## src/hdl/qbpd_pkg.sv

```systemverilog
// Shared types, command codes and the quadrature step table for the event decoder.
// No dependencies; every other file in the project imports this package.
`timescale 1ns / 1ps
`default_nettype none

package qbpd_pkg;

	typedef logic [1:0] cmd_t;

	localparam cmd_t CMD_PIN_EVENT   = 2'd0;
	localparam cmd_t CMD_CLR_ENCODER = 2'd1;
	localparam cmd_t CMD_CLR_RAIN    = 2'd2;
	localparam cmd_t CMD_CLR_TANK    = 2'd3;

	localparam int FLAG_ENC_A  = 0;
	localparam int FLAG_ENC_B  = 1;
	localparam int FLAG_BUTTON = 2;
	localparam int FLAG_RAIN   = 3;
	localparam int FLAG_TANK   = 4;
	localparam int PIN_BUTTON  = 2;

	typedef logic [1:0]        ab_t;
	typedef logic signed [1:0] step_t;
	typedef logic signed [2:0] accum_t;
	typedef logic signed [3:0] accum_sum_t;
	typedef logic [31:0]       count_t;

	localparam accum_sum_t ACC_DETENT_POS = 4'sd4;
	localparam accum_sum_t ACC_DETENT_NEG = -4'sd4;

	// Next state of the encoder after one pin event.
	typedef struct packed {
		ab_t    ab;
		accum_t accum;
		step_t  step;
	} enc_upd_t;

	// x4 Gray-code direction; stationary and double-bit jumps give zero.
	function automatic step_t step_dir(input ab_t prev, input ab_t cur);
		step_t d;
		unique case ({prev, cur})
			4'b0001: d = -2'sd1;
			4'b0010: d =  2'sd1;
			4'b0100: d =  2'sd1;
			4'b0111: d = -2'sd1;
			4'b1000: d = -2'sd1;
			4'b1011: d =  2'sd1;
			4'b1101: d =  2'sd1;
			4'b1110: d = -2'sd1;
			default: d =  2'sd0;
		endcase
		return d;
	endfunction

endpackage

`default_nettype wire

```

## src/hdl/qbpd_in_if.sv

```systemverilog
// Input channel of the event decoder: valid/ready plus one event item.
// Depends on qbpd_pkg.
`timescale 1ns / 1ps
`default_nettype none

interface qbpd_in_if;
	import qbpd_pkg::*;

	logic       valid;
	logic       ready;
	cmd_t       cmd;
	logic [7:0] change_flags;
	logic [7:0] captured_pins;

	modport source (output valid, output cmd, output change_flags, output captured_pins,
		input ready);
	modport sink (input valid, input cmd, input change_flags, input captured_pins,
		output ready);
endinterface

`default_nettype wire

```

## src/hdl/qbpd_out_if.sv

```systemverilog
// Result channel of the event decoder: valid/ready plus one result item.
// Depends on qbpd_pkg.
`timescale 1ns / 1ps
`default_nettype none

interface qbpd_out_if;
	import qbpd_pkg::*;

	logic               valid;
	logic               ready;
	logic signed [31:0] detent_count;
	step_t              detent_step;
	count_t             rain_count;
	count_t             tank_count;
	logic               button_down;
	logic               press_event;

	modport source (output valid, output detent_count, output detent_step,
		output rain_count, output tank_count, output button_down, output press_event,
		input ready);
	modport sink (input valid, input detent_count, input detent_step,
		input rain_count, input tank_count, input button_down, input press_event,
		output ready);
endinterface

`default_nettype wire

```

## src/hdl/qbpd_quad.sv

```systemverilog
// Quadrature step decoder: next A/B pair, sub-detent accumulator and detent step.
// Combinational; depends on qbpd_pkg.
`timescale 1ns / 1ps
`default_nettype none

module qbpd_quad (
	input  wire logic              enable,
	input  wire qbpd_pkg::ab_t     prev_ab,
	input  wire qbpd_pkg::ab_t     cur_ab,
	input  wire qbpd_pkg::accum_t  accum,
	output qbpd_pkg::enc_upd_t     upd
);
	import qbpd_pkg::*;

	step_t      dir;
	accum_sum_t sum;

	assign dir = step_dir(prev_ab, cur_ab);
	assign sum = accum_sum_t'(accum) + accum_sum_t'(dir);

	always_comb begin
		upd.ab    = prev_ab;
		upd.accum = accum;
		upd.step  = 2'sd0;
		if (enable && (cur_ab != prev_ab)) begin
			upd.ab = cur_ab;
			if (dir != 2'sd0) begin
				priority if (sum == ACC_DETENT_POS) begin
					upd.accum = 3'sd0;
					upd.step  = 2'sd1;
				end else if (sum == ACC_DETENT_NEG) begin
					upd.accum = 3'sd0;
					upd.step  = -2'sd1;
				end else begin
					// hold the partial count between detents
					upd.accum = sum[2:0];
				end
			end
		end
	end

endmodule

`default_nettype wire

```

## src/hdl/quadrature_button_pulse_event_decoder.sv

```systemverilog
// Top level of the quadrature, push-button and pulse-counter event decoder.
// Depends on qbpd_pkg, qbpd_in_if, qbpd_out_if and qbpd_quad.
`timescale 1ns / 1ps
`default_nettype none

// Accepts one item per clock: a pin-change event (change flags plus captured
// pin levels) or a clear command, and returns exactly one result item for
// each. An accepted item is held in an input register; when the result slot
// is free, the decode and counter update run in a single pass and land in the
// result register, from which the result is offered. The block sustains one
// item per cycle as long as the sink takes results. The result register is
// the state itself (detent count, rain and tank counts, button level) plus
// the per-item detent step and press pulse; a stalled result holds the input
// register, and in_ch.ready falls only when both are full and the sink is
// not ready. The press notification enable, written through cfg_we/cfg_wdata,
// resets to disabled; the user must write it only while the block is idle,
// which the block itself does not enforce. Encoder A/B are decoded as x4
// Gray code; four steps in one direction move the detent count by one. All
// counters wrap modulo 2^32.

module quadrature_button_pulse_event_decoder (
	input  wire logic clk,
	input  wire logic arst_n,
	input  wire logic cfg_we,
	input  wire logic cfg_wdata,
	qbpd_in_if.sink   in_ch,
	qbpd_out_if.source out_ch
);
	import qbpd_pkg::*;

	// Configuration
	logic notify_en_q;

	// Input register stage
	logic       valid_s1;
	cmd_t       cmd_s1;
	logic [7:0] flags_s1;
	logic [7:0] pins_s1;

	// Encoder and button state, also the result register
	ab_t                prev_ab_q;
	accum_t             accum_q;
	logic signed [31:0] detent_total_q;
	count_t             rain_q;
	count_t             tank_q;
	logic               button_q;
	step_t              step_q;
	logic               press_q;
	logic               out_valid_q;

	logic     advance;
	logic     pin_event;
	logic     button_now;
	enc_upd_t enc_upd;

	// Move the held item into the result register when the result slot is free.
	assign advance     = valid_s1 && (!out_valid_q || out_ch.ready);
	assign in_ch.ready = !valid_s1 || advance;

	assign pin_event  = (cmd_s1 == CMD_PIN_EVENT);
	assign button_now = ~pins_s1[PIN_BUTTON];

	qbpd_quad u_quad (
		.enable  (pin_event && (flags_s1[FLAG_ENC_A] || flags_s1[FLAG_ENC_B])),
		.prev_ab (prev_ab_q),
		.cur_ab  (pins_s1[1:0]),
		.accum   (accum_q),
		.upd     (enc_upd)
	);

	always_ff @(posedge clk or negedge arst_n) begin
		if (!arst_n) begin
			notify_en_q <= 1'b0;
		end else if (cfg_we) begin
			notify_en_q <= cfg_wdata;
		end
	end

	always_ff @(posedge clk or negedge arst_n) begin
		if (!arst_n) begin
			valid_s1 <= 1'b0;
		end else if (in_ch.ready) begin
			valid_s1 <= in_ch.valid;
		end
	end

	// Payload of the input stage needs no reset.
	always_ff @(posedge clk) begin
		if (in_ch.ready && in_ch.valid) begin
			cmd_s1   <= in_ch.cmd;
			flags_s1 <= in_ch.change_flags;
			pins_s1  <= in_ch.captured_pins;
		end
	end

	always_ff @(posedge clk or negedge arst_n) begin
		if (!arst_n) begin
			out_valid_q <= 1'b0;
		end else if (advance) begin
			out_valid_q <= 1'b1;
		end else if (out_ch.ready) begin
			out_valid_q <= 1'b0;
		end
	end

	// Architectural state: cleared by reset, advanced once per item.
	always_ff @(posedge clk or negedge arst_n) begin
		if (!arst_n) begin
			prev_ab_q      <= '0;
			accum_q        <= '0;
			detent_total_q <= '0;
			rain_q         <= '0;
			tank_q         <= '0;
			button_q       <= 1'b0;
			step_q         <= '0;
			press_q        <= 1'b0;
		end else if (advance) begin
			step_q  <= 2'sd0;
			press_q <= 1'b0;
			unique case (cmd_s1)
				CMD_PIN_EVENT: begin
					prev_ab_q      <= enc_upd.ab;
					accum_q        <= enc_upd.accum;
					step_q         <= enc_upd.step;
					detent_total_q <= detent_total_q + {{30{enc_upd.step[1]}}, enc_upd.step};
					if (flags_s1[FLAG_BUTTON]) begin
						// press pulse only on a released-to-pressed edge
						press_q  <= button_now && !button_q && notify_en_q;
						button_q <= button_now;
					end
					if (flags_s1[FLAG_RAIN]) begin
						rain_q <= rain_q + 32'd1;
					end
					if (flags_s1[FLAG_TANK]) begin
						tank_q <= tank_q + 32'd1;
					end
				end
				CMD_CLR_ENCODER: begin
					// drop count and partial steps, keep the last A/B pair
					detent_total_q <= '0;
					accum_q        <= '0;
				end
				CMD_CLR_RAIN: begin
					rain_q <= '0;
				end
				CMD_CLR_TANK: begin
					tank_q <= '0;
				end
				default: begin
					tank_q <= tank_q;
				end
			endcase
		end
	end

	assign out_ch.valid        = out_valid_q;
	assign out_ch.detent_count = detent_total_q;
	assign out_ch.detent_step  = step_q;
	assign out_ch.rain_count   = rain_q;
	assign out_ch.tank_count   = tank_q;
	assign out_ch.button_down  = button_q;
	assign out_ch.press_event  = press_q;

endmodule

`default_nettype wire
```

## src/flat_wrapper.sv

```systemverilog
// flat-port wrapper written by rule: the top's interface ports become plain ports
module quadrature_button_pulse_event_decoder_flat import qbpd_pkg::*;
  (clk, arst_n, cfg_we, cfg_wdata, in_ch_valid, in_ch_cmd, in_ch_change_flags, in_ch_captured_pins, in_ch_ready, out_ch_valid, out_ch_detent_count, out_ch_detent_step, out_ch_rain_count, out_ch_tank_count, out_ch_button_down, out_ch_press_event, out_ch_ready);
  qbpd_in_if in_ch_i ();
  qbpd_out_if out_ch_i ();
  input  wire logic clk;
  input  wire logic arst_n;
  input  wire logic cfg_we;
  input  wire logic cfg_wdata;
  input wire logic [$bits(in_ch_i.valid)-1:0] in_ch_valid;
  input wire logic [$bits(in_ch_i.cmd)-1:0] in_ch_cmd;
  input wire logic [$bits(in_ch_i.change_flags)-1:0] in_ch_change_flags;
  input wire logic [$bits(in_ch_i.captured_pins)-1:0] in_ch_captured_pins;
  output wire logic [$bits(in_ch_i.ready)-1:0] in_ch_ready;
  output wire logic [$bits(out_ch_i.valid)-1:0] out_ch_valid;
  output wire logic [$bits(out_ch_i.detent_count)-1:0] out_ch_detent_count;
  output wire logic [$bits(out_ch_i.detent_step)-1:0] out_ch_detent_step;
  output wire logic [$bits(out_ch_i.rain_count)-1:0] out_ch_rain_count;
  output wire logic [$bits(out_ch_i.tank_count)-1:0] out_ch_tank_count;
  output wire logic [$bits(out_ch_i.button_down)-1:0] out_ch_button_down;
  output wire logic [$bits(out_ch_i.press_event)-1:0] out_ch_press_event;
  input wire logic [$bits(out_ch_i.ready)-1:0] out_ch_ready;
  assign in_ch_i.valid = in_ch_valid;
  assign in_ch_i.cmd = in_ch_cmd;
  assign in_ch_i.change_flags = in_ch_change_flags;
  assign in_ch_i.captured_pins = in_ch_captured_pins;
  assign in_ch_ready = in_ch_i.ready;
  assign out_ch_valid = out_ch_i.valid;
  assign out_ch_detent_count = out_ch_i.detent_count;
  assign out_ch_detent_step = out_ch_i.detent_step;
  assign out_ch_rain_count = out_ch_i.rain_count;
  assign out_ch_tank_count = out_ch_i.tank_count;
  assign out_ch_button_down = out_ch_i.button_down;
  assign out_ch_press_event = out_ch_i.press_event;
  assign out_ch_i.ready = out_ch_ready;
  quadrature_button_pulse_event_decoder u_core (.clk(clk), .arst_n(arst_n), .cfg_we(cfg_we), .cfg_wdata(cfg_wdata), .in_ch(in_ch_i), .out_ch(out_ch_i));
endmodule
```

## config.mk

```make
export PLATFORM = sky130hd
export DESIGN_NAME = quadrature_button_pulse_event_decoder_flat
export DESIGN_NICKNAME = d
export VERILOG_FILES = /design/src/hdl/qbpd_pkg.sv /design/src/hdl/qbpd_in_if.sv /design/src/hdl/qbpd_out_if.sv /design/src/hdl/qbpd_quad.sv /design/src/hdl/quadrature_button_pulse_event_decoder.sv /design/src/flat_wrapper.sv
export SDC_FILE = /design/constraint.sdc
export NUM_CORES = 1
export LEC_CHECK = 0
export BUFFER_PORTS_ARGS = -buffer_cell sky130_fd_sc_hd__buf_2
export CAP_MARGIN = 5
export CORE_UTILIZATION = 51
export DETAILED_ROUTE_END_ITERATION = 6
export PLACE_DENSITY = 0.77
export SLEW_MARGIN = 0
export SYNTH_ARGS = -nofsm -noshare
export SYNTH_HDL_FRONTEND = slang
export SYNTH_HIERARCHICAL = 1
export SYNTH_SLANG_ARGS = --single-unit
```

## constraint.sdc

```tcl
create_clock -name clk -period 6.9 [get_ports clk]
set_input_delay 0.69 -clock clk [delete_from_list [all_inputs] [get_ports clk]]
set_output_delay 0.69 -clock clk [all_outputs]
set_load 0.01 [all_outputs]
```

### Word level (Yosys, flattened, before mapping)

Memories as Yosys holds them, arrays and structs flattened.
Index checks and enable logic that the tools add are counted.
Widths: inputs -> output; s select.

| word-level totals | value |
|---|---|
| register bits after elaboration | 118 |
| bits in read-only memories | 32 |
| input bits | 24 |
| memories kept | 1 |
| latch bits | 0 |
| word-level logic and storage cells | 70 |
| bits in writable memories | 0 |

| cells by class | value |
|---|---|
| $mul | 0 |
| muxes and demuxes | 16 |
| shift operators | 0 |
| reduce and logical (&&, ||, !) cells | 24 |
| add/subtract/negate cells | 4 |
| bitwise gates (word level) | 1 |
| magnitude comparators | 0 |
| equal/unequal tests | 10 |
| div/mod/pow operators | 0 |

Memory list:

| memory | depth | width | rd ports | clocked after Yosys merged registers in | write ports | line | RTL |
|---|---|---|---|---|---|---|---|
| (name not given) | 16 | 2 | 1 | 0 | 0 | qbpd_pkg.sv:41 | `unique case ({prev, cur})` |

Operator list:

| operator | number |
|---|---|
| $pmux 32 s2 | 3 |
| $add 32x1->32 const B | 2 |
| $mux 32 | 2 |
| $add 32x32->32 | 1 |
| $mux 5 | 3 |
| $reduce_and 3->1 | 4 |
| $reduce_bool 2->1 | 5 |
| $logic_and 1x1->1 | 6 |
| $pmux 3 s2 | 1 |
| $add 3x2->4 | 1 |
| $eq 2x2->1 const B | 2 |
| $eq 4x3->1 const B | 1 |
| $eq 4x4->1 const B | 1 |
| $mux 1 | 4 |
| $mux 2 | 2 |
| $ne 2x1->1 const B | 2 |
| $ne 2x2->1 const B | 2 |
| $reduce_and 4->1 | 1 |
| $logic_not 1->1 | 3 |
| $logic_or 1x1->1 | 3 |
| $mux 3 | 1 |
| $eq 2x1->1 const B | 1 |
| $logic_not 2->1 | 1 |
| $ne 2x2->1 | 1 |
| other kinds (2) | 2 |

### Logic depth before layout (Yosys ltp)

An unclocked memory read counts as a cell.

| logic depth | value |
|---|---|
| depth after elaboration | 9 |
| gate-level depth with buffers | 20 |
| gate-level depth less buffers | 20 |

### Modules after synthesis

Netlist, hierarchy kept.

Modules (own cells, without submodules):

| module | seq. area each (um^2) | area each (um^2) | instances | cells each |
|---|---|---|---|---|
| quadrature_button_pulse_event_decoder | 3002.9 | 6668.9 | 1 | 715 |
| qbpd_quad | 0.0 | 370.4 | 1 | 38 |

### Least setup slack after synthesis

OpenSTA, ideal clock, no wires.

| timing | value |
|---|---|
| path kind | reg-to-reg |
| start | register u_core.pins_s1[0] |
| end | register u_core.detent_total_q[26] (netlist: u_core/out_ch.detent_count[26]) |
| setup time | 126 ps |
| arrival | 6325 ps |
| stages on the path, launching flop included | 20 |
| required time | 6774 ps |
| path slack | 449 ps |
| path buffers | 0 |
| cells stage by stage | edfxtp_1 > inv_1 > ha_1 > xnor2_1 > xnor2_1 > ha_1 > fa_1 > xnor2_1 > nand2b_1 > nor3_1 > inv_1 > fa_1 > nor2b_1 > o31a_1 > o32ai_2 > o31a_1 > o211a_1 > nor3_1 > a311oi_1 > a221o_1 |

RTL lines:

| item | line | RTL |
|---|---|---|
| start, declared | quadrature_button_pulse_event_decoder.sv:38 | `logic [7:0] pins_s1;` |
| start signal, assigned | quadrature_button_pulse_event_decoder.sv:92 | `pins_s1 <= in_ch.captured_pins;` |
| end signal, assigned | quadrature_button_pulse_event_decoder.sv:125 | `detent_total_q <= detent_total_q + {{30{enc_upd.step[1]}}, enc_upd.step};` |
| end, declared | quadrature_button_pulse_event_decoder.sv:43 | `logic signed [31:0] detent_total_q;` |

==> impl_metrics.env <==
export IMPL_layout_min_cycle_time_ns=5.94
export IMPL_power_per_cell_area_mw_per_mm2=229
export IMPL_coreArea_sq_mm=0.0133
export IMPL_io_pins=126
export IMPL_overall_power_mw=1.93
export IMPL_finalSetupViolCount=0
export IMPL_fin_tns_setup_ns=0
export IMPL_cts_root_buffer="clkbuf_16"
export IMPL_cp_slowest_stage_delay_ns=0.74
export IMPL_postLayoutCellArea_sq_mm=0.00843
export IMPL_worst_r2r_setup_slack_ns=0.96
export IMPL_route_detailed_drc=0
export IMPL_synth_lib_cells_used_distinct=65
export IMPL_clock_skew_ns=0.00717
export IMPL_worst_endpoint_arrival_ns=6.25
export IMPL_n_fill_cell=1125
export IMPL_number_of_nets_in_the_synthesized_netlist=819
export IMPL_first_global_vias=5750
export IMPL_wl_mm=16.7
export IMPL_via_count=5981
export IMPL_initial_utilization=0.527
export IMPL_yosysSeqAreaShare=0.427
export IMPL_cp_num_buf_inv=2
export IMPL_area_growth_synth_to_final_pct=19.8
export IMPL_run_status="finished clean"
export IMPL_drv_cap=0
export IMPL_hold_buffers=0
export IMPL_fin_crit_sh=0.861
export IMPL_synthesis_yosys_warnings=6
export IMPL_detail_route_antenna_nets=0
export IMPL_die_width_um=119
export IMPL_most_common_layout_cells="116 x buf_2, 108 x dfrtp_1, 92 x nand2_1"
export IMPL_synth_edf_count=10
export IMPL_worst_ep_required_time_ns=7.20
export IMPL_critPathLaunch="u_core/pins_s1[0]"
export IMPL_post_cts_setup_inserts=0
export IMPL_clock_tree_buffer_depth=2
export IMPL_path_delay_family="simple AND/OR/NAND/NOR gates"
export IMPL_timing_critical_path_mode_cell="ha_1"
export IMPL_crit_reg2reg_capture="u_core/out_ch.detent_count[31]"
export IMPL_cp_end_kind="flip-flop"
export IMPL_die_footprint_sq_mm=0.0143
export IMPL_hold_path_class="primary input to asynchronous set/reset pin"
export IMPL_synth_flop_cell="dfrtp_1"
export IMPL_layout_drive_gt1_share=0.196
export IMPL_leading_cell_type_in_the_layout_fill_and_taps_excluded="buf_2"
export IMPL_multi_input_area_sq_mm=0.00386
export IMPL_insertion_delay_of_the_later_clocked_pin_in_the_worst_skew_pair_ns=0.42
export IMPL_hold_ws_ns=0.298
export IMPL_drt_vias_per_instance=5.63
export IMPL_hpwlAfterDp_mm=11.2
export IMPL_worst_path_max_delay_cell="nor3_2"
export IMPL_die_height_um=119
export IMPL_detail_route_wl_per_cell_um=15.7
export IMPL_cellLeakagePower_nw=4.26
export IMPL_timing_final_max_slew_violations=0
export IMPL_grt_setup_unrepaired="no"
export IMPL_f_max_mhz=168
export IMPL_final_cell_count_no_fill=1062
export IMPL_sequentialPowerShare=0.405
export IMPL_post_place_cells=1030
export IMPL_dr_first_iter_drc_count=347
export IMPL_grt_start_max_net_pins=60
export IMPL_post_synthesis_async_set_or_reset_flop_share=0.915
export IMPL_synth_area_per_cell_sq_um=9.35
export IMPL_reg2reg_from="u_core/pins_s1[0]"
export IMPL_gp_congestion=0.868
export IMPL_clock_sinks=118
export IMPL_grt_first_pass_wirelength_mm=27.7
export IMPL_power_internal_mw=1.43
export IMPL_grt_util_all_layers=0.243
export IMPL_ctsHtreeMaxLevel=4
export IMPL_num_antenna_cells=0
export IMPL_detail_route_first_pass_iterations=5
export IMPL_combinational_share_of_power=0.109
export IMPL_cell_chain_of_the_critical_path="inv_1, ha_1, xnor2_1, xnor2_1, ha_1, fa_1, nor2_1, nand2b_1, nor3_2, buf_4, ha_1, a21oi_1, o21ai_0, a31o_2, a21oi_1, a211oi_1, or4_1, and3_1, a211o_1"
export IMPL_p_sw_frac=0.259
export IMPL_grt_remaining_overflow=0
export IMPL_cts_resized=0
export IMPL_transition_time_at_the_pin_with_the_least_slew_margin_ns=0.907
export IMPL_clk_pin_slew_worst_paths_ns=0.06
export IMPL_num_nets_final=939
export IMPL_relSlewSlack=0.392
export IMPL_final_hold_viol_count=0
export IMPL_yosys_register_bits=118
export IMPL_power_ir_vdd_worst_v=0.000170
export IMPL_cts_tree="done"
export IMPL_post_synth_instance_area_sq_mm=0.00704
export IMPL_numCtsBuffers=17
export IMPL_rows=42
export IMPL_total_switching_power_mw=0.500
export IMPL_initial_antenna_violation_count=1
export IMPL_ff2ff_path_depth=19
export IMPL_synth_cells=753
export IMPL_place_area_sq_mm=0.00780
export IMPL_setup_worst_path_start_class="flip-flop"
export IMPL_path_max_fanout=18
export IMPL_critical_path_class="flip-flop to flip-flop"
export IMPL_seqCellArea_sq_mm=0.00300
export IMPL_io_buffers=117
export IMPL_share_clk_of_total_power=0.486
==> power by group through the flow <==
stage	logic [mW]	clock network [mW]	registers [mW]
global placement	0.198	0	0.789
finish	0.209	0.937	0.780
detailed placement	0.206	0	0.791
CTS	0.209	0.947	0.779
floorplan	0.138	0	0.785
global route	0.232	0.978	0.786
==> per-stage QoR <==
stage / utilization / worst slack, ns
global route: 0.632 / 0.592
global placement: 0.585 / 1.21
CTS: 0.632 / 1.07
floorplan: - / 0.449
detailed placement: 0.585 / 1.14
finish: 0.632 / 0.957
==> worst register-to-register path, stage by stage (launching register included) <==
cell and delay [ns]:
edfxtp_1 0.45, inv_1 0.10, ha_1 0.38, xnor2_1 0.23
xnor2_1 0.16, ha_1 0.21, fa_1 0.43, nor2_1 0.15
nand2b_1 0.11, nor3_2 0.74, buf_4 0.39, ha_1 0.37
a21oi_1 0.24, o21ai_0 0.12, a31o_2 0.22, a21oi_1 0.36
a211oi_1 0.18, or4_1 0.53, and3_1 0.19, a211o_1 0.26
==> flip-flops by register name, indices dropped and copies added, names as in the netlist <==
signal	cells
u_core/accum_q	3
u_core/cmd_s1	2
u_core/flags_s1	5
u_core/notify_en_q	1
u_core/out_ch.button_down	1
u_core/out_ch.detent_count	32
u_core/out_ch.detent_step	2
u_core/out_ch.press_event	1
u_core/out_ch.rain_count	32
u_core/out_ch.tank_count	32
u_core/out_ch.valid	1
u_core/pins_s1	3
u_core/prev_ab_q	2
u_core/valid_s1	1
==> synth_stat cells, drive strengths merged (6+ instances only) <==
library cell	number	share of area
inv	20	0.011
nand2	92	0.049
nor2b	12	0.011
a21o	17	0.018
and3	16	0.014
o21ai	58	0.041
clkbuf	21	0.011
or3	13	0.012
nand2b	6	0.0053
nand3	24	0.018
nand4	13	0.012
edfxtp	10	0.043
xor2	46	0.057
a21oi	48	0.035
and2	9	0.0080
a22o	7	0.0087
nor3	11	0.0092
a211oi	6	0.0064
nor2	74	0.040
xnor2	29	0.036
dfrtp	108	0.38
ha	40	0.071
==> worst max path at each step <==
stage | endpoint | slack [ns] | cells past startpoint
floorplan | u_core/out_ch.detent_count[26] | 0.45 | 19
global placement | u_core/out_ch.detent_count[31] | 1.21 | 19
detailed placement | u_core/out_ch.detent_count[31] | 1.14 | 19
CTS | u_core/out_ch.detent_count[31] | 1.07 | 18
global route | u_core/out_ch.detent_count[31] | 0.59 | 19
finish | u_core/out_ch.detent_count[31] | 0.96 | 19
==> area by class of cell <==
type | instances | area share
Clock buffer | 22 | 0.0576
Clock inverter | 10 | 0.0169
Inverter | 20 | 0.00890
Multi-Input combinational cell | 591 | 0.457
Sequential cell | 118 | 0.356
Tap cell | 176 | 0.0261
Timing Repair Buffer | 125 | 0.0769
==> cell families (layout without fill, tap and decap cells) <==
logic type / Yosys count / count (layout) / share of synthesized area
mux: 8 / 8 / 0.0146
simple gates: 287 / 287 / 0.200
flops: 118 / 118 / 0.427
compound gates: 179 / 179 / 0.162
fa+ha+maj: 42 / 42 / 0.0768
xor+xnor: 75 / 75 / 0.0933
buf+inv: 44 / 177 / 0.0267
==> per-layer routing <==
| layer | routed length, um | track usage | vias to the layer above |
|---|---|---|---|
| li1 | - | - | 2932 |
| met1 | 7640 | 0.323 | 2854 |
| met2 | 7810 | 0.385 | 172 |
| met3 | 935 | 0.0522 | 23 |
| met4 | 260 | 0.0938 | 0 |
| met5 | 0 | 0 | - |
No activity file was read; power rests on OpenSTA's default activity.
